===== config.mk =====
export PLATFORM = sky130hd
export DESIGN_NAME = row_center_density_profile_core
export DESIGN_NICKNAME = d
export VERILOG_FILES = /design/src/design/rcdp_pkg.sv /design/src/design/rcdp_cfg.sv /design/src/design/rcdp_scan.sv /design/src/design/row_center_density_profile_core.sv
export SDC_FILE = /design/constraint.sdc
export NUM_CORES = 1
export LEC_CHECK = 0
export ABC_CLOCK_PERIOD_IN_PS = 6300
export BUFFER_PORTS_ARGS = -buffer_cell sky130_fd_sc_hd__clkbuf_2
export CORE_ASPECT_RATIO = 1.75
export CORE_MARGIN = 2
export CORE_UTILIZATION = 60
export DETAILED_ROUTE_END_ITERATION = 12
export MAX_ROUTING_LAYER = met4
export PLACE_DENSITY = 0.76
export SLEW_MARGIN = 20
export SYNTH_ARGS = -nofsm -noshare
export SYNTH_HDL_FRONTEND = slang
export SYNTH_SLANG_ARGS = --single-unit

===== constraint.sdc =====
create_clock -name clk -period 6.3 [get_ports clk]
set_clock_uncertainty 0.15 [all_clocks]
set_input_delay 1.26 -clock clk [delete_from_list [all_inputs] [get_ports clk]]
set_output_delay 1.26 -clock clk [all_outputs]
set_load 0.03 [all_outputs]

===== src/design/rcdp_pkg.sv =====
// Shared types and constants for the row center density profile block.
package rcdp_pkg;

    localparam int unsigned ROW_BYTES_W = 9;
    localparam int unsigned STEP_W      = 8;
    localparam int unsigned ROWS_W      = 13;
    localparam int unsigned COL_W       = 8;
    localparam int unsigned ROW_W       = 12;
    localparam int unsigned COUNT_W     = 8;
    localparam int unsigned RUN_W       = 9;
    localparam int unsigned LIMIT_W     = 6;
    localparam int unsigned CFG_IDX_W   = 2;
    localparam int unsigned CFG_DATA_W  = 13;

    localparam logic [ROW_BYTES_W-1:0] MIN_ROW_BYTES = 9'd8;
    localparam logic [ROW_BYTES_W-1:0] MAX_ROW_BYTES = 9'd256;
    localparam logic [ROWS_W-1:0]      MAX_ROWS      = 13'd4096;
    localparam logic [LIMIT_W-1:0]     LATE_LIMIT    = 6'd32;
    localparam logic [COL_W-1:0]       LEFT_START    = 8'd3;
    localparam logic [RUN_W-1:0]       RUN_MAX       = 9'd511;

    localparam logic [ROW_BYTES_W-1:0] ROW_BYTES_RESET  = 9'd256;
    localparam logic [STEP_W-1:0]      PIXEL_STEP_RESET = 8'd8;
    localparam logic [ROWS_W-1:0]      ROW_COUNT_RESET  = 13'd4095;

    typedef enum logic [CFG_IDX_W-1:0] {
        REG_ROW_BYTES  = 2'd0,
        REG_PIXEL_STEP = 2'd1,
        REG_ROW_COUNT  = 2'd2
    } cfg_reg_t;

    typedef struct packed {
        logic [COL_W-1:0]   row_last;
        logic [COL_W-1:0]   center;
        logic [RUN_W-1:0]   right_end;
        logic [LIMIT_W-1:0] early_limit;
        logic [ROWS_W-1:0]  rows;
        logic [ROW_W-1:0]   rows_half;
    } cfg_t;

    typedef struct packed {
        logic               valid;
        logic [ROW_W-1:0]   row_index;
        logic [COUNT_W-1:0] black_count;
    } result_t;

endpackage


===== src/design/rcdp_cfg.sv =====
// Configuration registers and the clamped row geometry and limits derived from them.
module rcdp_cfg
    import rcdp_pkg::*;
(
    input  logic                  clk,
    input  logic                  rst_n,
    input  logic                  cfg_valid,
    input  logic [CFG_IDX_W-1:0]  cfg_index,
    input  logic [CFG_DATA_W-1:0] cfg_data,
    output cfg_t                  cfg
);

    logic [ROW_BYTES_W-1:0] row_bytes_reg;
    logic [STEP_W-1:0]      pixel_step_reg;
    logic [ROWS_W-1:0]      row_count_reg;
    logic [ROW_BYTES_W-1:0] row_bytes_clamped;

    always_ff @(posedge clk or negedge rst_n)
    begin
        if (!rst_n)
        begin
            row_bytes_reg  <= ROW_BYTES_RESET;
            pixel_step_reg <= PIXEL_STEP_RESET;
            row_count_reg  <= ROW_COUNT_RESET;
        end
        else if (cfg_valid)
        begin
            unique case (cfg_index)
                REG_ROW_BYTES:  row_bytes_reg  <= cfg_data[ROW_BYTES_W-1:0];
                REG_PIXEL_STEP: pixel_step_reg <= cfg_data[STEP_W-1:0];
                REG_ROW_COUNT:  row_count_reg  <= cfg_data[ROWS_W-1:0];
                default:        ;
            endcase
        end
    end

    always_comb
    begin
        if (row_bytes_reg < MIN_ROW_BYTES)
            row_bytes_clamped = MIN_ROW_BYTES;
        else if (row_bytes_reg > MAX_ROW_BYTES)
            row_bytes_clamped = MAX_ROW_BYTES;
        else
            row_bytes_clamped = row_bytes_reg;

        cfg.row_last    = COL_W'(row_bytes_clamped - 9'd1);
        cfg.center      = row_bytes_clamped[ROW_BYTES_W-1:1];
        cfg.right_end   = {cfg.center, 1'b0} - 9'd3;
        cfg.early_limit = {1'b0, pixel_step_reg[STEP_W-1:3]} + 6'd1;
        cfg.rows        = (row_count_reg > MAX_ROWS) ? MAX_ROWS : row_count_reg;
        cfg.rows_half   = cfg.rows[ROWS_W-1:1];
    end

endmodule


===== src/design/rcdp_scan.sv =====
// Per-byte scan state: column and row position, black counts and white run tracking.
module rcdp_scan
    import rcdp_pkg::*;
(
    input  logic              clk,
    input  logic              rst_n,
    input  cfg_t              cfg,
    input  logic              fire,
    input  logic [STEP_W-1:0] byte_in,
    output result_t           result
);

    logic [COL_W-1:0]   col_pos_reg,     col_pos_next;
    logic [ROW_W-1:0]   row_pos_reg,     row_pos_next;
    logic [COUNT_W-1:0] left_black_reg,  left_black_next;
    logic [COUNT_W-1:0] right_black_reg, right_black_next;
    logic [RUN_W-1:0]   white_run_reg,   white_run_next;
    logic               right_stopped_reg, right_stopped_next;
    logic               finished_reg,    finished_next;

    logic               active;
    logic               black;
    logic               end_row;
    logic [LIMIT_W-1:0] limit;

    assign active  = fire && !finished_reg && ({1'b0, row_pos_reg} < cfg.rows);
    assign black   = (byte_in == '0);
    assign end_row = (col_pos_reg >= cfg.row_last);
    assign limit   = (row_pos_reg > cfg.rows_half) ? LATE_LIMIT : cfg.early_limit;

    always_comb
    begin
        left_black_next    = left_black_reg;
        right_black_next   = right_black_reg;
        white_run_next     = white_run_reg;
        right_stopped_next = right_stopped_reg;
        col_pos_next       = col_pos_reg;
        row_pos_next       = row_pos_reg;
        finished_next      = finished_reg;
        result.valid       = 1'b0;
        result.row_index   = row_pos_reg;
        result.black_count = '0;

        if (active)
        begin
            if (col_pos_reg >= LEFT_START && col_pos_reg <= cfg.center)
            begin
                if (black)
                begin
                    left_black_next = left_black_next + 8'd1;
                    white_run_next  = '0;
                end
                else if (white_run_next != RUN_MAX)
                    white_run_next = white_run_next + 9'd1;
                if (white_run_next > {3'b0, limit})
                    left_black_next = '0;
            end

            if (col_pos_reg == cfg.center)
                white_run_next = '0;

            if (col_pos_reg >= cfg.center && {1'b0, col_pos_reg} <= cfg.right_end
                && !right_stopped_reg)
            begin
                if (black)
                begin
                    right_black_next = right_black_next + 8'd1;
                    white_run_next   = '0;
                end
                else if (white_run_next != RUN_MAX)
                    white_run_next = white_run_next + 9'd1;
                if (white_run_next > {3'b0, limit})
                    right_stopped_next = 1'b1;
            end

            if (end_row)
            begin
                result.valid       = 1'b1;
                result.black_count = left_black_next + right_black_next;
                left_black_next    = '0;
                right_black_next   = '0;
                white_run_next     = '0;
                right_stopped_next = 1'b0;
                col_pos_next       = '0;
                if ({1'b0, row_pos_reg} + 13'd1 >= cfg.rows)
                    finished_next = 1'b1;
                row_pos_next = row_pos_reg + 12'd1;
            end
            else
                col_pos_next = col_pos_reg + 8'd1;
        end
    end

    always_ff @(posedge clk or negedge rst_n)
    begin
        if (!rst_n)
        begin
            col_pos_reg       <= '0;
            row_pos_reg       <= '0;
            left_black_reg    <= '0;
            right_black_reg   <= '0;
            white_run_reg     <= '0;
            right_stopped_reg <= 1'b0;
            finished_reg      <= 1'b0;
        end
        else
        begin
            col_pos_reg       <= col_pos_next;
            row_pos_reg       <= row_pos_next;
            left_black_reg    <= left_black_next;
            right_black_reg   <= right_black_next;
            white_run_reg     <= white_run_next;
            right_stopped_reg <= right_stopped_next;
            finished_reg      <= finished_next;
        end
    end

    assert property (@(posedge clk) disable iff (!rst_n)
        finished_reg |=> finished_reg)
        else $error("finished flag cleared without reset");

    assert property (@(posedge clk) disable iff (!rst_n)
        (active && end_row) |=> (col_pos_reg == '0 && left_black_reg == '0
                                 && right_black_reg == '0 && !right_stopped_reg))
        else $error("row state not cleared after row end");

    assert property (@(posedge clk) disable iff (!rst_n)
        left_black_reg <= col_pos_reg && right_black_reg <= col_pos_reg)
        else $error("black count exceeds columns scanned");

endmodule


===== src/design/row_center_density_profile_core.sv =====
// Top level of the row center density profile block: input and result registers.
//
// Usage: stream a packed 1-bit image one byte per transfer on the input
// channel (in_valid, in_stall, pixel_byte), rows in order. After the last byte
// of each profiled row one result transfer appears on the output channel
// (out_valid, out_stall, row_index, black_count). Other bytes give no result.
// Order: a byte accepted into the input register is scanned, and its result
// is loaded into the result register, once that register is free of a
// result held by out_stall.
// Throughput: one byte per cycle while out_stall holds no result; the scan
// logic between the input register and the result register is combinational.
// Stall: while out_stall holds a result, a byte already in the input register
// waits and in_stall rises; once both registers are full the input stalls.
// Configuration: cfg_valid/cfg_ready with cfg_index and cfg_data; cfg_ready is
// always high. Write only while no byte is in flight.
// Reset: rst_n clears both registers and all scan state, sets row_bytes to
// 256, pixel_step to 8, row_count to 4095, and starts again at row 0. After
// row_count rows, further bytes are accepted and dropped until reset.
module row_center_density_profile_core
    import rcdp_pkg::*;
(
    input  logic                  clk,
    input  logic                  rst_n,
    input  logic                  in_valid,
    output logic                  in_stall,
    input  logic [STEP_W-1:0]     pixel_byte,
    output logic                  out_valid,
    input  logic                  out_stall,
    output logic [ROW_W-1:0]      row_index,
    output logic [COUNT_W-1:0]    black_count,
    input  logic                  cfg_valid,
    output logic                  cfg_ready,
    input  logic [CFG_IDX_W-1:0]  cfg_index,
    input  logic [CFG_DATA_W-1:0] cfg_data
);

    cfg_t               cfg;
    result_t            result;
    logic               byte_valid_reg;
    logic [STEP_W-1:0]  byte_reg;
    logic               out_valid_reg;
    logic [ROW_W-1:0]   row_index_reg;
    logic [COUNT_W-1:0] black_count_reg;
    logic               out_free;
    logic               fire;

    assign cfg_ready = 1'b1;
    assign out_free  = !out_valid_reg || !out_stall;
    assign fire      = byte_valid_reg && out_free;
    assign in_stall  = byte_valid_reg && !out_free;

    rcdp_cfg u_cfg (
        .clk       (clk),
        .rst_n     (rst_n),
        .cfg_valid (cfg_valid && cfg_ready),
        .cfg_index (cfg_index),
        .cfg_data  (cfg_data),
        .cfg       (cfg)
    );

    rcdp_scan u_scan (
        .clk     (clk),
        .rst_n   (rst_n),
        .cfg     (cfg),
        .fire    (fire),
        .byte_in (byte_reg),
        .result  (result)
    );

    always_ff @(posedge clk or negedge rst_n)
    begin
        if (!rst_n)
        begin
            byte_valid_reg <= 1'b0;
            out_valid_reg  <= 1'b0;
        end
        else
        begin
            if (!in_stall)
                byte_valid_reg <= in_valid;
            if (out_free)
                out_valid_reg <= fire && result.valid;
        end
    end

    always_ff @(posedge clk)
    begin
        if (in_valid && !in_stall)
            byte_reg <= pixel_byte;
        if (fire && result.valid)
        begin
            row_index_reg   <= result.row_index;
            black_count_reg <= result.black_count;
        end
    end

    assign out_valid   = out_valid_reg;
    assign row_index   = row_index_reg;
    assign black_count = black_count_reg;

    assert property (@(posedge clk) disable iff (!rst_n)
        in_stall |-> (byte_valid_reg && out_valid_reg && out_stall))
        else $error("input stalled without a blocked result");

endmodule


; Yosys cells after proc, flatten, opt, wreduce, memory -nomap -nowiden
; Cells that the tools add are included.
[classes]
n_addsub = 11
order_cmp = 13
eq_ne = 5
mux = 32
n_reduce_logical = 26
[op_table]
columns = operator, count
row1 = 2-to-1 mux 9 bit, 15
row2 = 2-to-1 mux 8 bit, 10
row3 = "adder 8 x 1 -> 8 bit, second input constant", 3
row4 = "adder 9 x 1 -> 9 bit, second input constant", 2
row5 = greater-than comparator 9 x 6 -> 1 bit, 2
row6 = "!= test 9 bit, second input constant", 2
row7 = >= comparator 8 bit, 2
row8 = "adder 12 x 1 -> 13 bit, second input constant", 1
row9 = >= comparator 13 bit, 1
row10 = "greater-than comparator 13 bit, second input constant", 1
row11 = < comparator 12 x 13 -> 1 bit, 1
row12 = 2-to-1 mux 13 bit, 1
row13 = "adder 12 x 1 -> 12 bit, second input constant", 1
row14 = greater-than comparator 12 bit, 1
row15 = "greater-than comparator 9 bit, second input constant", 1
row16 = <= comparator 8 x 9 -> 1 bit, 1
row17 = logical AND 1 bit, 9
row18 = "< comparator 9 x 4 -> 1 bit, second input constant", 1
row19 = "subtractor 9 x 2 -> 9 bit, second input constant", 1
row20 = adder 8 bit, 1
row21 = == test 8 bit, 1
row22 = ">= comparator 8 x 2 -> 1 bit, second input constant", 1
row23 = <= comparator 8 bit, 1
row24 = zero test 8 bit, 1
row25 = other kinds (12), 26
[word_totals]
ff_bits = 107

; Logic depth before layout (Yosys ltp)
; Gate-level depths: netlist (run 1).
[logic_depth]
ltp_word = 19
depth_mapped = 30
mapped_depth_nobuf = 30

; Hierarchy
; From an unflattened synthesis (run 1), not the netlist that was laid out.
[hier_totals]
hier_cells = 884
area_unflattened_um2 = 8227.9
[modules_own_cells]
columns = mod, n_inst, cells_each, area_per_inst_um2, seq_area_each_um2
row1 = rcdp_scan, 1, 690, 5632.9, 1176.1
row2 = rcdp_cfg, 1, 153, 1644.1, 693.2
row3 = row_center_density_profile_core, 1, 41, 950.9, 890.9

; Least setup slack after synthesis (run 1)
; OpenSTA, ideal clock, no wires.
[synth_timing]
path_kind = register -> register
startpoint = register u_cfg.row_bytes_reg[5]
endpoint = register u_scan.right_stopped_reg
setup_ps = 126
arrival_time_ps = 5521
slack_ps = 504
path_stages_with_launch = 29
path_buffers = 2
cell_sequence = dfrtp_1 or4_1 or4_1 o21ai_0 nand2_1 ha_1 nand4_1 or2_1 buf_6 a21o_4 a211oi_2 a32o_1 ha_1 o21a_4 nand3_4 buf_6 or2_1 nand2_1 a21oi_1 ha_1 nor2b_1 o21a_1 o21a_1 o21ai_0 nand2b_1 a21oi_1 o21bai_1 a211oi_2 a21oi_1
[synth_between]
elab_chain_len = 16
elab_cells_between_ends = 28
[synth_rtl]
columns = element, line
row1 = from (decl), rcdp_cfg.sv:13  ; logic [ROW_BYTES_W-1:0] row_bytes_reg;
row2 = from (signal assigned), rcdp_cfg.sv:29  ; REG_ROW_BYTES: row_bytes_reg <= cfg_data[ROW_BYTES_W-1:0];
row3 = greater-than comparator 9 bit, rcdp_cfg.sv:41  ; else if (row_bytes_reg > MAX_ROW_BYTES)
row4 = 2-to-1 mux 9 bit, rcdp_cfg.sv:41
row5 = 2-to-1 mux 9 bit (*), rcdp_cfg.sv:39  ; if (row_bytes_reg < MIN_ROW_BYTES)
row6 = <= comparator 8 bit, rcdp_scan.sv:46  ; if (col_pos_reg >= LEFT_START && col_pos_reg <= cfg.center)
row7 = logical AND 1 bit, rcdp_scan.sv:46
row8 = 2-to-1 mux 9 bit, rcdp_scan.sv:46
row9 = 2-to-1 mux 9 bit, rcdp_scan.sv:59  ; if (col_pos_reg == cfg.center)
row10 = 2-to-1 mux 9 bit, rcdp_scan.sv:44  ; if (active)
row11 = adder 9 x 1 -> 9 bit or != test 9 bit (tied branches), "rcdp_scan.sv:71, rcdp_scan.sv:70"
row12 = 2-to-1 mux 9 bit, rcdp_scan.sv:70  ; else if (white_run_next != RUN_MAX)
row13 = 2-to-1 mux 9 bit, rcdp_scan.sv:65  ; if (black)
row14 = 2-to-1 mux 9 bit, rcdp_scan.sv:62  ; if (col_pos_reg >= cfg.center && {1'b0, col_pos_reg} <= cfg.right_end
row15 = 2-to-1 mux 9 bit, rcdp_scan.sv:44
row16 = greater-than comparator 9 x 6 -> 1 bit, rcdp_scan.sv:72  ; if (white_run_next > {3'b0, limit})
row17 = nonzero test 2 bit (no line), -
row18 = AND reduction 3 bit (no line), -
row19 = to (signal assigned), rcdp_scan.sv:113  ; right_stopped_reg <= right_stopped_next;
row20 = to (decl), rcdp_scan.sv:18  ; logic right_stopped_reg, right_stopped_next;
; Every way passes the cells marked *; elsewhere a longest branch is shown, timed or not. The select of a mux whose other input is x is not followed.
; A chain may end at the register's enable or synchronous reset.

; Worst setup path after layout (run 1)
; Same ends and word-level chain as after synthesis.

==> results of run 1 <==
[cell usage after synthesis, types with 23 or more instances]
library cell	number
ha_1	88
nand3_1	25
dfrtp_1	62
a21oi_1	26
nor2_1	67
o21ai_0	44
nand2_1	80
xnor2_1	34
edfxtp_1	28
mux2_2	26
xor2_1	24
clkbuf_1	23
[per-stage QoR]
step | std cells | area (sq um)
6_report | 1023 | 8540
5_1_grt | 1023 | 8540
4_1_cts | 1018 | 8480
3_5_place_dp | 1002 | 8200
3_3_place_gp | 1002 | 8200
2_1_floorplan | 793 | 7700
[layout by cell type (no fill, tap or decap), drive strengths merged, types with 8 or more instances in the layout]
master	count
nor2	68
a211oi	8
xor2	24
buf	28
nand4	17
o31ai	8
dfstp	14
clkbuf	58
a31oi	9
dfrtp	62
o21ai	47
mux2i	8
nand2b	10
ha	88
nor2b	13
or4	8
o211ai	9
nor3	10
nand2	80
o21a	15
edfxtp	28
a22o	10
inv	20
xnor2	34
nand3	26
mux2	26
a21oi	27
nor4	11
a21o	11
[layer usage]
metal	GRT usage (%)	part of all wire [%]
met4	18.3	7.0
met3	3.86	4.0
met2	53.5	53
met1	32.0	36
met5	-	0
[logic make-up after synthesis]
group                    Yosys count  synth area share [%]
buffers and inverters             50                  2.71
XOR/XNOR                          59                  6.89
adder cells (fa/ha/maj)           89                  14.6
flip-flops                       104                  35.8
AO/OA/AOI/OAI                    180                  16.6
other                              1                0.0487
AND/OR/NAND/NOR                  276                  18.3
multiplexers                      34                  5.00
[final cells by class]
| cell class | count | area, sq um |
|---|---|---|
| multi-input combinational | 639 | 4760 |
| tap | 168 | 210 |
| sequential | 104 | 2760 |
| clock buffer | 10 | 229 |
| fill | 989 | 3960 |
| inverter | 19 | 75.1 |
| timing repair inverter | 1 | 5.00 |
| clock inverter | 6 | 50.0 |
| timing repair buffer | 76 | 450 |
[power breakdown]
group	internal [mW]	switching [mW]	total [mW]	leakage (nW)
logic	0.698	0.953	1.65	2.47
registers	0.802	0.138	0.940	1.21
clock network	0.274	0.271	0.545	0.132
total	1.77	1.36	3.14	3.82
[repair_timing]
item,4_1_cts,5_1_grt
setup buffers,0,4
resized for setup,0,9
setup endpoints to repair,0,3
[worst max-delay path, stage by stage, from the launching register on]
cell	delay, ns
dfrtp_1	0.41
or4_1	0.57
or4_1	0.44
o21ai_0	0.16
nand2_1	0.15
ha_1	0.33
nand4_1	0.16
or2_1	0.30
a21o_4	0.25
a211oi_2	0.26
a32o_1	0.20
ha_1	0.20
o21a_4	0.16
nand3_4	0.14
or2_4	0.32
nand2_1	0.09
a21oi_2	0.07
ha_1	0.31
nor2b_1	0.14
o21a_1	0.16
o21a_1	0.16
o21ai_0	0.14
nand2b_1	0.07
a21oi_1	0.13
o21bai_1	0.12
o221ai_1	0.19
a21oi_1	0.06
[final timing paths]
check	slack (ns)	from	end	depth (start not counted)
worst min register to register	0.33	u_scan.finished_reg	u_scan.finished_reg	2
worst max-delay path	0.38	u_cfg.row_bytes_reg[5]	u_scan.right_stopped_reg	26
worst max register to register	0.38	u_cfg.row_bytes_reg[5]	u_scan.right_stopped_reg	26
min in group asynchronous	0.91	rst_n	u_scan.row_pos_reg[2]	1
max in group asynchronous	4.40	rst_n	u_cfg.row_count_reg[12]	1
worst min-delay path	0.33	u_scan.finished_reg	u_scan.finished_reg	2
==> summary.txt, run 1 <==
Synthesis
  • Primary FF master, synth: dfrtp_1
  • Async SR Flop Fraction: 73.1%
  • Synth area leader: dfrtp_1
  • Synth warn: 0
  • #FFs+latches synth: 104
  • Post-Syn Instances: 793
  • Mean Syn Cell Area: 9.71 sq um
  • Register area share after synthesis: 35.8%
  • Synth Cell Area: 0.00770 sq mm
  • Cell variety after synth: 82
  • Main area contributors after synthesis: dfrtp_1, ha_1, edfxtp_1, dfstp_2, nand2_1
  • Number of flops mapped to enable cells by yosys: 28
  • Post-Synthesis Net Count: 910
  • Post-synth top area share: 20.1%

Timing
  • Worst-margin pin slew: 0.998 ns
  • RSZ-0062 raised after global routing: no
  • Setup TNS: 0 ns
  • Period minus WS final: 5.92 ns
  • Final worst slack: 0.381 ns
  • Share of the clock period used by the worst path: 94.0%
  • Hold Vio Cnt, Final: 0
  • Max-slew headroom: 33.5%
  • Max Slew Vio Count: 0
  • Hold WS: 0.330 ns
  • Max frequency: 0.169 GHz
  • Final setup viols: 0

Routing
  • DR DRC count: 0
  • DR iter-0 viols: 296
  • Number of iterations in the first detailed-routing pass: 5
  • DR WL/cell: 19.6 um
  • Vias per std cell: 6.32
  • Post-route antenna net violation count: 0
  • Final WL: 20,000 um
  • Via count: 6,468

Floorplanning
  • I/O Pins: 51
  • Die area: 0.0138 sq mm
  • Die Y: 154 um
  • Cell Rows: 54
  • Core ar.: 0.0125 sq mm
  • Die X: 89.6 um
  • Initial core utilization: 61.6%

Placement
  • Global placement routability congestion: 0.963
  • DPL Wire Length: 15,300 um
  • Place WS: 0.244 ns
  • Input/output buffers: 49

Pwr
  • Pwr dens: 367 mW/mm^2
  • LEAKAGE: 3.82 nW
  • VDD IR-drop max: 0.000402 V
  • Power, Total: 3.14 mW

Clock tree
  • Inserted Clock Buffers: 9
  • Clock sinks: 104
  • Clock latency on the worst-skew pair: 0.35 ns
  • Root Driver: clkbuf_16
  • CTS tree: built
  • H-tree depth: 3
  • Clock buffer depth: 2
  • CTS Hold Bufs: 0
  • Clock Pin Slew Worst Setup and Hold Paths: 0.07 ns

Layout
  • Final net count: 967
  • Layout area overhead: 10.9%
  • Ant diodes: 0
  • Ratio of cells with drive above 1 in the final layout: 18.9%
  • Max reg flops: 13
  • Layout Utilization: 68.3%

Setup path
  • Req. time, crit path: 6.38 ns
  • Critical path type: reg -> reg
  • CP Launch Type: flop
  • Critical Path End Type: flop
  • Worst-path fanout max: 11
  • CP arrival: 6.00 ns

Status
  • Status: finished clean

GRT
  • GRT Resource Usage Total: 30.9%
  • Largest net degree at the start of global routing: 77
  • Initial antenna violation count: 0
  • Number of global-route vias before repair: 6,567
  • First-pass GRT wire length: 31,800 um
  • Overflow after GRT: 0

Run
  • Max cap viols: 0

Hold path
  • Hold Path Class: reg -> reg
Power figures use the tool's default switching activity.
==> run 2: changes to the inputs <==
- ABC_CLOCK_PERIOD_IN_PS: 6300 -> 7400
- clock period: 6.3 -> 7.4 ns (I/O delays scaled with it)
==> run 2 against run 1 <==
Clock power is 12% lower. Core utilization is 1.4 points lower. Worst setup slack better by 0.41 ns. Die area stayed put. Final cell count is 2.2% lower. Largest power group unchanged. Sequential share of layout area is 0.68 points higher.
==> summary.txt, run 2 (synthesis results as in run 1) <==
Status
  • Status: finished clean

Routing
  • Via count: 6,384
  • DR WL/cell: 19.6 um
  • Number of iterations in the first detailed-routing pass: 6
  • DR DRC count: 0
  • Vias per std cell: 6.38
  • Post-route antenna net violation count: 0
  • Final WL: 19,600 um
  • DR iter-0 viols: 431

Setup path
  • Critical Path End Type: flop
  • CP max stage cell: or4_1
  • Worst-path fanout max: 12
  • Req. time, crit path: 7.46 ns
  • Peak per-stage delay on the critical path: 0.57 ns
  • Critical path type: reg -> reg
  • CP cell instances: or4_1 -> nor2_1 -> nor2_1 -> nand2_1 -> ha_1 -> nand3_1 -> xnor2_1 -> ha_1 -> a2111oi_0 -> o21ai_0 -> a221o_1 -> nor2_1 -> mux2i_1 -> inv_1 -> ha_1 -> a21o_1 -> a21oi_1 -> nor2b_1 -> o21a_1 -> o41ai_1 -> xnor2_1 -> xnor3_1 -> nor2_1
  • CP arrival: 6.67 ns
  • Critical path's most frequent cell: nor2_1
  • CP Launch Type: flop

Layout
  • Most frequent cells in the layout: ha_1, nand2_1, nor2_1
  • FILL cells: 1,006
  • Commonest non-fill, non-tap cell in the layout: ha_1
  • Final net count: 945
  • Ratio of cells with drive above 1 in the final layout: 16.2%
  • Max reg flops: 13
  • Non-filler cells, final: 1,001
  • Layout area overhead: 8.61%
  • Ant diodes: 0

Clock tree
  • CTS tree: built
  • Clock sinks: 104
  • Inserted Clock Buffers: 9
  • PostCTS Resize Cnt: 0
  • Clock latency on the worst-skew pair: 0.35 ns
  • Root Driver: clkbuf_16
  • H-tree depth: 3
  • CTS Hold Bufs: 0
  • Clock Pin Slew Worst Setup and Hold Paths: 0.08 ns
  • Clock buffer depth: 2
  • Post-CTS Setup Bufs: 0

Pwr
  • VDD IR-drop max: 0.000206 V
  • LEAKAGE: 3.71 nW
  • Power, Total: 2.58 mW
  • Pwr dens: 309 mW/mm^2

Floorplanning
  • Die X: 89.6 um
  • Die Y: 154 um
  • I/O Pins: 51
  • Die area: 0.0138 sq mm
  • Initial core utilization: 61.6%
  • Cell Rows: 54
  • Core ar.: 0.0125 sq mm

Timing
  • Max-slew headroom: 29.5%
  • Share of the clock period used by the worst path: 89.3%
  • RSZ-0062 raised after global routing: no
  • Max frequency: 0.151 GHz
  • Final setup viols: 0
  • Worst-margin pin slew: 1.06 ns
  • Period minus WS final: 6.61 ns
  • Max Slew Vio Count: 0
  • Setup TNS: 0 ns
  • Hold Vio Cnt, Final: 0

Run
  • Max cap viols: 0

GRT
  • Initial antenna violation count: 0
  • Largest net degree at the start of global routing: 61
  • Overflow after GRT: 0
  • GRT Resource Usage Total: 30.7%
  • Number of global-route vias before repair: 6,571
  • First-pass GRT wire length: 32,100 um

Hold path
  • Hold Path Class: reg -> reg

Placement
  • Global placement routability congestion: 1.04
  • DPL Wire Length: 15,000 um
  • Input/output buffers: 49
  • Placed Cells: 985
-- run 2: stage by stage --
stage               util, %  cell area (sq um)  hold slack [ns]  setup WS, ns
floorplan                 -               7700            0.285          1.60
global placement       64.6               8070            0.312          1.16
detailed placement     64.6               8070            0.317         0.956
CTS                    66.9               8360            0.336         0.888
global route           66.9               8360            0.371         0.279
finish                 66.9               8360            0.331         0.795
-- run 2: critical path: cells and delay by family, from the launching register on --
family	cells	cell delay, ns
AO/OA/AOI/OAI	7	2.15
XOR/XNOR	3	0.73
adder cells (fa/ha/maj)	3	0.82
multiplexers	1	0.48
AND/OR/NAND/NOR	8	1.64
buffers and inverters	1	0.09
flip-flops	1	0.41
-- run 2: area by class of cell --
| cell class | instances | area [sq um] | share of cell area (%) |
|---|---|---|---|
| Clock inverter | 7 | 66.3 | 0.793 |
| Clock buffer | 9 | 225 | 2.69 |
| Multi-Input combinational cell | 639 | 4740 | 56.6 |
| Tap cell | 168 | 210 | 2.51 |
| Sequential cell | 104 | 2760 | 33.0 |
| Inverter | 19 | 71.3 | 0.853 |
| Timing Repair Buffer | 55 | 293 | 3.50 |
-- run 2: layer usage --
metal  GRT usage (%)  up-vias  wire [um]
met1            32.8     3104       7310
met4            16.7        0       1110
met3            3.97       65        682
met2            52.9      206      10500
met5               -        -          0
li1                -     3009          -
-- run 2: power breakdown --
group          switching, mW  internal (mW)
clock network          0.241          0.237
registers              0.119          0.682
logic                  0.782          0.523
total                   1.14           1.44
-- run 2: worst paths after layout --
| path | slack [ns] | end | cells past startpoint | start |
|---|---|---|---|---|
| max in group asynchronous | 5.22 | u_scan.white_run_reg[0] | 2 | rst_n |
| worst min register to register | 0.33 | u_scan.finished_reg | 2 | u_scan.finished_reg |
| worst min-delay path | 0.33 | u_scan.finished_reg | 2 | u_scan.finished_reg |
| min in group asynchronous | 0.84 | byte_valid_reg | 1 | rst_n |
| worst max register to register | 0.79 | black_count[7] | 23 | u_cfg.row_bytes_reg[5] |
| worst max-delay path | 0.79 | black_count[7] | 23 | u_cfg.row_bytes_reg[5] |
